### src/assert_macros.svh
// assertion macros shared by the nonzero coordinate stream modules
`ifndef ASSERT_MACROS_SVH
`define ASSERT_MACROS_SVH

// checked only out of reset
`define NCS_ASSERT(lbl, prop, msg) \
  lbl: assert property (@(posedge clk) disable iff (!rst_n) prop) else $error(msg);

// checked on every edge, reset included
`define NCS_ASSERT_ALWAYS(lbl, prop, msg) \
  lbl: assert property (@(posedge clk) prop) else $error(msg);

`endif

### src/ncs_pkg.sv
// shared types and constants of the nonzero coordinate stream
package ncs_pkg;

  localparam int DEF_MAX_DIMS    = 4;
  localparam int DEF_COORD_WIDTH = 16;

  localparam int NUM_COORDS  = 4;
  localparam int COORD_OUT_W = 16;
  localparam int COUNT_W     = 31;
  localparam int EXTENT_W    = 17;
  localparam int CFG_IDX_W   = 3;
  localparam int CFG_DATA_W  = 17;
  localparam int FMT_W       = 2;
  localparam int DIMS_W      = 3;

  localparam logic [COUNT_W-1:0] SAT31 = {COUNT_W{1'b1}};

  // element formats
  localparam logic [FMT_W-1:0] FMT_INT  = 2'd0;
  localparam logic [FMT_W-1:0] FMT_FP32 = 2'd1;
  localparam logic [FMT_W-1:0] FMT_FP16 = 2'd2;
  localparam logic [FMT_W-1:0] FMT_BF16 = 2'd3;

  // configuration register indexes
  localparam logic [CFG_IDX_W-1:0] CFG_ELEMENT_FORMAT = 3'd0;
  localparam logic [CFG_IDX_W-1:0] CFG_DIM_COUNT      = 3'd1;
  localparam logic [CFG_IDX_W-1:0] CFG_EXTENT_0       = 3'd2;
  localparam logic [CFG_IDX_W-1:0] CFG_EXTENT_1       = 3'd3;
  localparam logic [CFG_IDX_W-1:0] CFG_EXTENT_2       = 3'd4;
  localparam logic [CFG_IDX_W-1:0] CFG_EXTENT_3       = 3'd5;

  // result kinds
  localparam logic KIND_COORD = 1'b0;
  localparam logic KIND_COUNT = 1'b1;

  localparam int QUEUE_DEPTH = 4;
  localparam int QUEUE_PTR_W = $clog2(QUEUE_DEPTH);
  localparam int QUEUE_CNT_W = $clog2(QUEUE_DEPTH + 1);

  typedef struct packed {
    logic [31:0] value;
    logic        tensor_end;
  } in_item_t;

  typedef struct packed {
    logic                   kind;
    logic [COORD_OUT_W-1:0] coord_0;
    logic [COORD_OUT_W-1:0] coord_1;
    logic [COORD_OUT_W-1:0] coord_2;
    logic [COORD_OUT_W-1:0] coord_3;
    logic [COUNT_W-1:0]     flat_index;
    logic [COUNT_W-1:0]     match_count;
    logic                   run_end;
  } out_item_t;

  // classified item waiting for the back end
  typedef struct packed {
    logic                                   has_coord;
    logic                                   has_count;
    logic [NUM_COORDS-1:0][COORD_OUT_W-1:0] coords;
    logic [COUNT_W-1:0]                     flat_index;
    logic [COUNT_W-1:0]                     match_count;
  } job_t;

endpackage

### src/nonzero_coordinate_stream_top.sv
// top level of the nonzero coordinate stream
// an accepted item is written into the job queue, and its results leave through the back end's output register
// throughput: one item per cycle while the job queue is not full (in_stall); an item with a coordinate and a count
// gives two results, a four-entry job queue absorbs the difference
// the odometer carry over the used dimensions settles combinationally and does not hold the input
// reset (synchronous, rst_n low): counters clear, queue empties, config to defaults
module nonzero_coordinate_stream_top #(
  parameter int MAX_DIMS    = ncs_pkg::DEF_MAX_DIMS,
  parameter int COORD_WIDTH = ncs_pkg::DEF_COORD_WIDTH
) (
  input  logic                           clk,
  input  logic                           rst_n,
  input  logic                           in_valid,
  output logic                           in_stall,
  input  ncs_pkg::in_item_t              in_item,
  output logic                           out_valid,
  input  logic                           out_stall,
  output ncs_pkg::out_item_t             out_item,
  input  logic                           cfg_valid,
  output logic                           cfg_ready,
  input  logic [ncs_pkg::CFG_IDX_W-1:0]  cfg_index,
  input  logic [ncs_pkg::CFG_DATA_W-1:0] cfg_data
);

  logic          q_full;
  logic          q_push;
  logic          q_pop;
  logic          q_valid;
  ncs_pkg::job_t q_push_job;
  ncs_pkg::job_t q_head;

  ncs_front #(
    .MAX_DIMS    (MAX_DIMS),
    .COORD_WIDTH (COORD_WIDTH)
  ) u_front (
    .clk       (clk),
    .rst_n     (rst_n),
    .in_valid  (in_valid),
    .in_stall  (in_stall),
    .in_item   (in_item),
    .cfg_valid (cfg_valid),
    .cfg_ready (cfg_ready),
    .cfg_index (cfg_index),
    .cfg_data  (cfg_data),
    .q_full    (q_full),
    .push      (q_push),
    .push_job  (q_push_job)
  );

  ncs_queue u_queue (
    .clk       (clk),
    .rst_n     (rst_n),
    .push      (q_push),
    .push_job  (q_push_job),
    .pop       (q_pop),
    .full      (q_full),
    .not_empty (q_valid),
    .head      (q_head)
  );

  ncs_back u_back (
    .clk       (clk),
    .rst_n     (rst_n),
    .q_valid   (q_valid),
    .q_job     (q_head),
    .q_pop     (q_pop),
    .out_valid (out_valid),
    .out_stall (out_stall),
    .out_item  (out_item)
  );

endmodule

### src/ncs_queue.sv
// job queue between front end and back end
`include "assert_macros.svh"

module ncs_queue (
  input  logic         clk,
  input  logic         rst_n,
  input  logic         push,
  input  ncs_pkg::job_t push_job,
  input  logic         pop,
  output logic         full,
  output logic         not_empty,
  output ncs_pkg::job_t head
);

  ncs_pkg::job_t                        entries_r [ncs_pkg::QUEUE_DEPTH];
  logic [ncs_pkg::QUEUE_PTR_W-1:0]      wr_ptr_r, wr_ptr_nxt;
  logic [ncs_pkg::QUEUE_PTR_W-1:0]      rd_ptr_r, rd_ptr_nxt;
  logic [ncs_pkg::QUEUE_CNT_W-1:0]      count_r, count_nxt;

  assign full      = (count_r == ncs_pkg::QUEUE_CNT_W'(ncs_pkg::QUEUE_DEPTH));
  assign not_empty = (count_r != '0);
  assign head      = entries_r[rd_ptr_r];

  always_comb begin
    wr_ptr_nxt = push ? wr_ptr_r + 1'b1 : wr_ptr_r;
    rd_ptr_nxt = pop ? rd_ptr_r + 1'b1 : rd_ptr_r;
    count_nxt  = count_r;
    if (push && !pop) begin
      count_nxt = count_r + 1'b1;
    end else if (pop && !push) begin
      count_nxt = count_r - 1'b1;
    end
  end

  always_ff @(posedge clk) begin
    if (!rst_n) begin
      wr_ptr_r <= '0;
      rd_ptr_r <= '0;
      count_r  <= '0;
    end else begin
      wr_ptr_r <= wr_ptr_nxt;
      rd_ptr_r <= rd_ptr_nxt;
      count_r  <= count_nxt;
    end
  end

  always_ff @(posedge clk) begin
    if (push) begin
      entries_r[wr_ptr_r] <= push_job;
    end
  end

  `NCS_ASSERT(a_no_pop_empty, pop |-> count_r != '0, "queue popped while empty")
  `NCS_ASSERT(a_no_push_full, push |-> !full, "queue pushed while full")

endmodule

### src/ncs_front.sv
// front end: config registers, nonzero test, odometer and job building
`include "assert_macros.svh"

module ncs_front #(
  parameter int MAX_DIMS    = ncs_pkg::DEF_MAX_DIMS,
  parameter int COORD_WIDTH = ncs_pkg::DEF_COORD_WIDTH
) (
  input  logic                             clk,
  input  logic                             rst_n,
  input  logic                             in_valid,
  output logic                             in_stall,
  input  ncs_pkg::in_item_t                in_item,
  input  logic                             cfg_valid,
  output logic                             cfg_ready,
  input  logic [ncs_pkg::CFG_IDX_W-1:0]    cfg_index,
  input  logic [ncs_pkg::CFG_DATA_W-1:0]   cfg_data,
  input  logic                             q_full,
  output logic                             push,
  output ncs_pkg::job_t                    push_job
);

  localparam int LIM_W = ((COORD_WIDTH > ncs_pkg::EXTENT_W) ? COORD_WIDTH
                                                            : ncs_pkg::EXTENT_W) + 1;
  localparam logic [LIM_W-1:0] CAP = LIM_W'(1) << COORD_WIDTH;

  logic [ncs_pkg::FMT_W-1:0]    fmt_r;
  logic [ncs_pkg::DIMS_W-1:0]   dim_count_r;
  logic [ncs_pkg::EXTENT_W-1:0] extent_r [ncs_pkg::NUM_COORDS];

  logic [ncs_pkg::COUNT_W-1:0]  position_r, position_nxt;
  logic [ncs_pkg::COUNT_W-1:0]  matches_r, matches_nxt, matches_inc;
  logic [COORD_WIDTH-1:0]       cnt_r [MAX_DIMS];
  logic [COORD_WIDTH-1:0]       cnt_nxt [MAX_DIMS];

  logic                         accept;
  logic                         nonzero;
  logic [ncs_pkg::DIMS_W-1:0]   d_used;

  assign cfg_ready = 1'b1;
  assign in_stall  = q_full;
  assign accept    = in_valid && !q_full;

  always_comb begin
    case (fmt_r)
      ncs_pkg::FMT_INT:  nonzero = (in_item.value != '0);
      ncs_pkg::FMT_FP32: nonzero = (in_item.value[30:0] != '0);
      ncs_pkg::FMT_FP16,
      ncs_pkg::FMT_BF16: nonzero = (in_item.value[14:0] != '0);
      default:           nonzero = 1'b0;
    endcase
  end

  always_comb begin
    if (dim_count_r == '0) begin
      d_used = ncs_pkg::DIMS_W'(1);
    end else if (int'(dim_count_r) > MAX_DIMS) begin
      d_used = ncs_pkg::DIMS_W'(MAX_DIMS);
    end else begin
      d_used = dim_count_r;
    end
  end

  // odometer: innermost used counter steps, carries ripple outward
  always_comb begin
    logic             carry;
    logic             inc;
    logic [LIM_W-1:0] lim;
    logic [LIM_W-1:0] nxt;
    logic             wrap;
    carry = 1'b0;
    for (int k = MAX_DIMS - 1; k >= 0; k--) begin
      cnt_nxt[k] = cnt_r[k];
      inc  = (k == int'(d_used) - 1) ? 1'b1 : ((k < int'(d_used)) && carry);
      lim  = LIM_W'(extent_r[k]);
      if (lim > CAP) begin
        lim = CAP;
      end
      nxt  = LIM_W'(cnt_r[k]) + LIM_W'(1);
      wrap = (nxt >= lim);
      if (inc) begin
        cnt_nxt[k] = wrap ? '0 : nxt[COORD_WIDTH-1:0];
      end
      carry = inc && wrap;
    end
  end

  always_comb begin
    position_nxt = (position_r != ncs_pkg::SAT31) ? position_r + 1'b1 : position_r;
    matches_inc  = (nonzero && matches_r != ncs_pkg::SAT31) ? matches_r + 1'b1
                                                           : matches_r;
    matches_nxt  = matches_inc;
  end

  always_comb begin
    push_job             = '0;
    push_job.has_coord   = nonzero;
    push_job.has_count   = in_item.tensor_end;
    for (int j = 0; j < MAX_DIMS; j++) begin
      if (j < int'(d_used)) begin
        push_job.coords[j] = ncs_pkg::COORD_OUT_W'(cnt_r[j]);
      end
    end
    push_job.flat_index  = position_r;
    push_job.match_count = matches_inc;
    push = accept && (nonzero || in_item.tensor_end);
  end

  always_ff @(posedge clk) begin
    if (!rst_n) begin
      fmt_r       <= ncs_pkg::FMT_INT;
      dim_count_r <= ncs_pkg::DIMS_W'(1);
      for (int k = 0; k < ncs_pkg::NUM_COORDS; k++) begin
        extent_r[k] <= ncs_pkg::EXTENT_W'(1);
      end
    end else if (cfg_valid && cfg_ready) begin
      case (cfg_index)
        ncs_pkg::CFG_ELEMENT_FORMAT: fmt_r       <= cfg_data[ncs_pkg::FMT_W-1:0];
        ncs_pkg::CFG_DIM_COUNT:      dim_count_r <= cfg_data[ncs_pkg::DIMS_W-1:0];
        ncs_pkg::CFG_EXTENT_0:       extent_r[0] <= cfg_data;
        ncs_pkg::CFG_EXTENT_1:       extent_r[1] <= cfg_data;
        ncs_pkg::CFG_EXTENT_2:       extent_r[2] <= cfg_data;
        ncs_pkg::CFG_EXTENT_3:       extent_r[3] <= cfg_data;
        default: ;
      endcase
    end
  end

  always_ff @(posedge clk) begin
    if (!rst_n) begin
      position_r <= '0;
      matches_r  <= '0;
      for (int k = 0; k < MAX_DIMS; k++) begin
        cnt_r[k] <= '0;
      end
    end else if (accept) begin
      if (in_item.tensor_end) begin
        position_r <= '0;
        matches_r  <= '0;
        for (int k = 0; k < MAX_DIMS; k++) begin
          cnt_r[k] <= '0;
        end
      end else begin
        position_r <= position_nxt;
        matches_r  <= matches_nxt;
        for (int k = 0; k < MAX_DIMS; k++) begin
          cnt_r[k] <= cnt_nxt[k];
        end
      end
    end
  end

  `NCS_ASSERT(a_end_clears, accept && in_item.tensor_end |=> position_r == '0 && matches_r == '0, "counters not cleared after tensor end")

endmodule

### src/ncs_back.sv
// back end: expands queued jobs into result items behind an output register
`include "assert_macros.svh"

module ncs_back (
  input  logic               clk,
  input  logic               rst_n,
  input  logic               q_valid,
  input  ncs_pkg::job_t      q_job,
  output logic               q_pop,
  output logic               out_valid,
  input  logic               out_stall,
  output ncs_pkg::out_item_t out_item
);

  logic               out_valid_r, out_valid_nxt;
  ncs_pkg::out_item_t out_item_r, out_item_nxt;
  logic               sent_r, sent_nxt;
  logic               load;
  logic               take;

  assign out_valid = out_valid_r;
  assign out_item  = out_item_r;
  assign load      = !out_valid_r || !out_stall;
  assign take      = load && q_valid;

  always_comb begin
    out_item_nxt  = '0;
    q_pop         = 1'b0;
    sent_nxt      = sent_r;
    out_valid_nxt = load ? take : out_valid_r;
    if (take) begin
      if (q_job.has_coord && !sent_r) begin
        out_item_nxt.kind       = ncs_pkg::KIND_COORD;
        out_item_nxt.coord_0    = q_job.coords[0];
        out_item_nxt.coord_1    = q_job.coords[1];
        out_item_nxt.coord_2    = q_job.coords[2];
        out_item_nxt.coord_3    = q_job.coords[3];
        out_item_nxt.flat_index = q_job.flat_index;
        out_item_nxt.run_end    = !q_job.has_count;
        // count result still to come for this item
        if (q_job.has_count) begin
          sent_nxt = 1'b1;
        end else begin
          q_pop = 1'b1;
        end
      end else begin
        out_item_nxt.kind        = ncs_pkg::KIND_COUNT;
        out_item_nxt.match_count = q_job.match_count;
        out_item_nxt.run_end     = 1'b1;
        q_pop    = 1'b1;
        sent_nxt = 1'b0;
      end
    end
  end

  always_ff @(posedge clk) begin
    if (!rst_n) begin
      out_valid_r <= 1'b0;
      sent_r      <= 1'b0;
    end else begin
      out_valid_r <= out_valid_nxt;
      sent_r      <= sent_nxt;
    end
  end

  always_ff @(posedge clk) begin
    if (take) begin
      out_item_r <= out_item_nxt;
    end
  end

  `NCS_ASSERT(a_sent_has_job, sent_r |-> q_valid, "half-sent job missing from queue head")
  `NCS_ASSERT(a_count_ends_run, out_valid_r && out_item_r.kind == ncs_pkg::KIND_COUNT |-> out_item_r.run_end, "count result without run end")
  `NCS_ASSERT_ALWAYS(a_reset_idle, !rst_n |=> !out_valid_r && !sent_r, "back end not idle after reset")

endmodule

### config.mk
export PLATFORM = sky130hd
export DESIGN_NAME = nonzero_coordinate_stream_top
export DESIGN_NICKNAME = d
export VERILOG_FILES = /design/src/ncs_pkg.sv /design/src/nonzero_coordinate_stream_top.sv /design/src/ncs_queue.sv /design/src/ncs_front.sv /design/src/ncs_back.sv
export VERILOG_INCLUDE_DIRS = /design/src /design/src/src
export SDC_FILE = /design/constraint.sdc
export NUM_CORES = 1
export LEC_CHECK = 0
export BUFFER_PORTS_ARGS = -buffer_cell sky130_fd_sc_hd__buf_4
export CAP_MARGIN = 20
export CORE_MARGIN = 3
export CORE_UTILIZATION = 47
export CTS_CLUSTER_SIZE = 25
export DETAILED_ROUTE_END_ITERATION = 12
export PLACE_DENSITY = 0.65
export SYNTH_ARGS = -nofsm -noshare
export SYNTH_HDL_FRONTEND = slang
export SYNTH_SLANG_ARGS = --single-unit
### constraint.sdc
create_clock -name clk -period 14.03 [get_ports clk]
set_input_delay 2.806 -clock clk [delete_from_list [all_inputs] [get_ports clk]]
set_output_delay 2.806 -clock clk [all_outputs]
set_load 0.01 [all_outputs]
# Yosys cells after proc, flatten, opt, wreduce, memory -nomap -nowiden
# Memory sizes are Yosys's and may differ from the RTL's. A register that Yosys moved wholly into a read port is not among the register bits.
# Index checks and enable logic that the tools add are counted.
# totals
reg_bits	204
ramBits	644
inputBits	58
out_inout_bits	131
n_memories	3
# classes
add_sub_neg	11
n_lt_le_gt_ge	13
n_eq_ne	15
n_mux	76
bitwise	12
n_reduce_logical	37
# mem_list
name	depth	width	read_ports	rd_ports_with_merged_regs	wr	line	source
u_queue.entries_r	4	128	1	1	1	ncs_queue.sv:15	ncs_pkg::job_t entries_r [ncs_pkg::QUEUE_DEPTH];
u_front.extent_r	4	17	4	0	4	ncs_front.sv:28	logic [ncs_pkg::EXTENT_W-1:0] extent_r [ncs_pkg::NUM_COORDS];
u_front.cnt_r	4	16	4	0	4	ncs_front.sv:32	logic [COORD_WIDTH-1:0] cnt_r [MAX_DIMS];
# ops
op	n
16-bit two-way mux	20
17-bit two-way mux	8
31-bit two-way mux	4
18-bit by 17-bit greater-or-equal comparator with 1-bit output	4
16-bit by 1-bit adder with 17-bit output, second input constant	4
17-bit > comparator, second input constant	4
3-bit by 32-bit == test with 1-bit output, first input constant	2
31-bit by 1-bit adder with 31-bit output, second input constant	2
31-bit inequality test, second input constant	2
1-bit two-way mux	37
2-bit by 32-bit == test with 1-bit output, first input constant	1
32-bit logical NOT	1
32-bit nonzero test	1
31-bit nonzero test	1
15-bit nonzero test	1
1-bit logical AND	13
3-bit two-way mux	4
1-bit OR	12
3-bit == test, second input constant	3
2-bit AND reduction	4
1-bit logical NOT	7
3-bit by 2-bit == test with 1-bit output, second input constant	2
3-bit logical NOT	2
1-bit by 3-bit less-than comparator with 1-bit output, first input constant	2
other kinds (17)	23

# Logic depth before layout (Yosys ltp)
# depth
ltp_word	17
mapped_depth	16
depth_no_buf	15

# Modules after synthesis
# Synthesis repeated with hierarchy kept, for this count alone.
# unflattened
cells_unflattened	2316
area_unflattened_um2	36268.5
# by_module_without_submodules
module	instances	cells_per_inst	area_per_inst_um2	seq_area_each_um2
ncs_queue	1	711	19018.2	15554.9
ncs_front	1	1325	12331.8	5144.9
ncs_back	1	280	4918.5	3883.7

# Worst setup path before layout
# No wires, ideal clock.
# synth_path
kind	in2reg
startpoint	input port out_stall
endpoint	register u_queue.count_r[2] (netlist name)
setup_ns	0.076
t_arrival_ns	10.762
required_time_ns	13.954
slack_ns	3.193
stages	9
path_buffers	0
cell_sequence	a21oi_1 > and2_1 > inv_1 > ha_1 > inv_1 > fa_1 > xor2_1 > or3_1 > a21boi_0
# synth_between
elab_chain_cells	7
# synth_lines
element	line	source
from (decl)	nonzero_coordinate_stream_top.sv:17	input logic out_stall,
1-bit logical NOT *	ncs_back.sv:23	assign load = !out_valid_r || !out_stall;
1-bit logical OR *	ncs_back.sv:23	
1-bit logical AND *	ncs_back.sv:24	assign take = load && q_valid;
1-bit two-way mux *	ncs_back.sv:31	if (take) begin
1-bit logical NOT	ncs_queue.sv:28	if (push && !pop) begin
1-bit logical AND	ncs_queue.sv:28	
3-bit two-way mux / 2-bit nonzero test (equally long branches)	n/a	
to (signal assigned)	ncs_queue.sv:43	count_r <= count_nxt;
to (decl)	ncs_queue.sv:18	logic [ncs_pkg::QUEUE_CNT_W-1:0] count_r, count_nxt;
# Every way passes the cells marked *; elsewhere a longest branch is shown, timed or not.
# A chain may end at the register's enable or synchronous reset.

# Final worst setup path
# layout_path
startpoint	input port in_item[32] (netlist name)
endpoint	memory u_queue.entries_r[0][75] (netlist name) (enable)
# layout_between
elab_chain_cells	6
# layout_lines
element	line	source
from (decl)	nonzero_coordinate_stream_top.sv:15	input ncs_pkg::in_item_t in_item,
32-bit nonzero test	ncs_front.sv:45	ncs_pkg::FMT_INT: nonzero = (in_item.value != '0);
1-bit case mux with 3 select lines	ncs_front.sv:44	case (fmt_r)
1-bit logical OR	ncs_front.sv:105	push = accept && (nonzero || in_item.tensor_end);
1-bit logical AND	ncs_front.sv:105	
net q_push	nonzero_coordinate_stream_top.sv:26	logic q_push;
1-bit two-way mux	ncs_queue.sv:48	if (push) begin
1-bit two-way mux (not written as such)	ncs_queue.sv:49	entries_r[wr_ptr_r] <= push_job;
to (decl)	ncs_queue.sv:15	
# The timed path passes the listed nets, and every way through them passes these cells.

==> impl_metrics.toml <==
[placement]
port_buffers = 187
dp_hpwl_mm = 47.5
pre_cts_ws_ns = 7.76
gp_congestion = 0.829
dpl.cell_count = 3367

[detailed_routing]
final_antenna_net_count = 0
wire_per_inst_microns = 20.5
vias = 19600
routed_wl_mm = 72.4
first_iter_violations = 1417
dr.pass1.iters = 5
drt_drc_violations_left = 0
viasPerCell = 5.56

[logic_synthesis]
synth.distinct_cells = 64
async_flop_share_pct = 0
synth.avg_cell_area_sq_um = 15.6
synth_edf_count = 756
postSynthCellCount = 2293
synth_area_sq_um = 35700
yosysWarnings = 0
synth_ff_type = "edfxtp_1"
synthesis.nets = 2431
yosysSeqAreaShare_pct = 68.9
ys_ff_latch = 850

[global_routing]
antenna_found_initial = 2
grt.total_usage_pct = 18.4
first_global_vias = 20100
grt_overflow = 0
grt_pass1_wl_mm = 113
grt_start_max_net_pins = 86

[die]
die_w_microns = 282
die_h_microns = 282
core_sq_um = 74800
start_util_pct = 47.7
dieArea_sq_um = 79300
row_count = 100
io_pins = 189

[clock_tree]
cts_resized = 0
cts_max_path_buffers = 3
cts_max_level = 3
cts_tree = "built"
cts_root_buf = "clkbuf_16"
clkSlewWorstSetupHoldPaths_ns = 0.06
clock_sinks = 850
cts_inserted_buffers = 86
clk_latency_ns = 0.62
cts_hold_buf = 0
cts_setup_buffers = 0

[outcome]
status = "finished, final reports clean"

[run]
max_cap_violations = 0

[pwr]
p_int_mw = 5.17
switching_share_pct = 26.2
p_leak_nw = 14.5
power_frac_seq_pct = 48.4
power_frac_clock_pct = 31.6
power_density_nw_per_um2 = 171
peakVddDrop_mv = 0.101
p_sw_mw = 1.84
comb_power_share_pct = 20.0

[cells_and_area]
num_antenna_cells = 0
drive_above_1_share_pct = 19.3
final_cell_mix = "edfxtp_1, buf_4, nor2b_1, nand2_1, mux4_2"
layout_commonest_cell = "edfxtp_1"
num-nets-final = 2625
fin_cells = 3525
syn_to_final_growth_pct = 14.7

[critical_path]
worstPathMaxFanout = 57
worst-setup-path-type = "primary input to register"
startpoint_type = "primary input"
arrival_ns = 5.90
worstPathRequired_ns = 14.26
endpoint_kind = "register"

[timing]
maxSlewViolCount = 0
fin_crit_sh_pct = 40.4
tightest_slew_ns = 0.992
rsz0062_at_grt = "no"
timing.fmax_ghz = 0.177
finalHoldViolations = 0
finalCriticalPeriod_ns = 5.67
slew_headroom_pct = 33.6
setup_viol = 0
skew_ns = 0.0180
tns_ns = 0
fin_ws_ns = 8.36

[min_path]
holdCritPathClass = "register to register"
## critical path, stage by stage
cell	delay, ns
buf_4	0.07
inv_1	0.03
o21ai_0	0.14
nor2_1	0.07
o2111a_1	0.39
inv_1	0.51
o21a_1	0.38
and2_4	0.62
buf_4	0.80
## logic make-up after synthesis
logic type / count (synthesis) / share of synthesized area [%]
muxes: 137 / 8.33
and+or+nand+nor: 792 / 12.3
adders and majority gates: 80 / 2.83
other: 1 / 0.0105
AOI/OAI and AO/OA: 184 / 3.43
buffers and inverters: 137 / 1.51
xor gates and xnor gates: 112 / 2.75
DFF: 850 / 68.9
## area by class of cell
cell class / instances / area (sq um)
clock buffer: 108 / 2340
clock inverter: 49 / 425
fill: 5952 / 33900
inverter: 24 / 90.1
multi-input combinational: 1306 / 10600
sequential: 850 / 24600
tap: 969 / 1210
timing repair buffer: 219 / 1660
## final timing paths
| path | startpoint | end | slack (ns) | depth (start not counted) |
|---|---|---|---|---|
| worst max-delay path | in_item[32] | u_queue.entries_r[0][75] | 8.36 | 9 |
| worst min-delay path | u_front.matches_r[30] | u_front.matches_r[30] | 0.51 | 1 |
| worst max register to register | u_front.cnt_r[2][0] | u_front.cnt_r[0][14] | 9.91 | 14 |
| worst min register to register | u_front.matches_r[30] | u_front.matches_r[30] | 0.51 | 1 |
## registers in the layout, summed over array words and instances (netlist names), named ones only
| signal | flops |
|---|---|
| u_front.extent_r | 68 |
| u_queue.rd_ptr_r | 2 |
| u_front.cnt_r | 64 |
| u_front.matches_r | 31 |
| u_front.dim_count_r | 3 |
| u_queue.count_r | 3 |
| u_back.out_item | 128 |
| u_queue.entries_r | 512 |
| u_front.fmt_r | 2 |
| u_front.position_r | 31 |
| u_back.sent_r | 1 |
| u_queue.wr_ptr_r | 2 |
| u_back.out_valid | 1 |
## cells in the mapped netlist (all sizes together) (2+ instances only)
master / instances / area [sq um]
xor2: 44 / 385
nand2b: 11 / 76.3
o211ai: 6 / 45.0
nor4b: 4 / 35.0
a21oi: 39 / 195
o21a: 5 / 37.5
a21o: 20 / 150
nor3b: 2 / 15.0
mux2i: 8 / 80.1
a211oi: 2 / 15.0
a41o: 5 / 50.1
and4: 13 / 114
a32o: 8 / 80.1
o41ai: 2 / 17.5
nand3b: 4 / 30.0
o2111a: 2 / 22.5
mux4: 128 / 2880
edfxtp: 756 / 22700
nand3: 72 / 375
a31o: 3 / 26.3
a31oi: 23 / 144
a41oi: 6 / 52.6
clkbuf: 94 / 353
nand2: 138 / 518
nor3: 22 / 110
dfxtp: 94 / 1880
or3: 16 / 105
a32oi: 3 / 26.3
o21ai: 39 / 195
nor2b: 184 / 1150
buf: 19 / 96.3
xnor2: 68 / 596
a21boi: 6 / 45.0
nor4: 32 / 200
and3: 32 / 205
o21bai: 2 / 15.0
nor2: 90 / 338
or4: 5 / 37.5
o31ai: 6 / 45.0
and2: 131 / 820
inv: 24 / 90.1
nand4: 31 / 200
ha: 79 / 988
a211o: 4 / 35.0
## layer usage
metal / global-route usage (%) / part of all wire, %
met5: 0 / 0
met4: 5.48 / 2.0
met3: 2.93 / 5.5
met2: 30.5 / 48
met1: 25.3 / 44
## metrics by stage
step / area, sq um / utilization, % / hold slack [ns] / power (mW)
6_report: 40900 / 54.7 / 0.505 / 7.01
5_1_grt: 40900 / 54.7 / 0.532 / 7.35
4_1_cts: 40900 / 54.7 / 0.508 / 7.13
3_5_place_dp: 38100 / 51.0 / 0.490 / 4.90
3_3_place_gp: 38100 / 50.9 / 0.481 / 4.86
2_1_floorplan: 35700 / - / 0.456 / 4.30
## power by group through the flow
stage | clock (mW) | sequential [mW] | combinational (mW)
global route | 2.38 | 3.43 | 1.54
finish | 2.22 | 3.39 | 1.40
CTS | 2.28 | 3.40 | 1.45
detailed placement | 0 | 3.45 | 1.44
global placement | 0 | 3.44 | 1.43
floorplan | 0 | 3.56 | 0.744
Power figures use the tool's default switching activity.
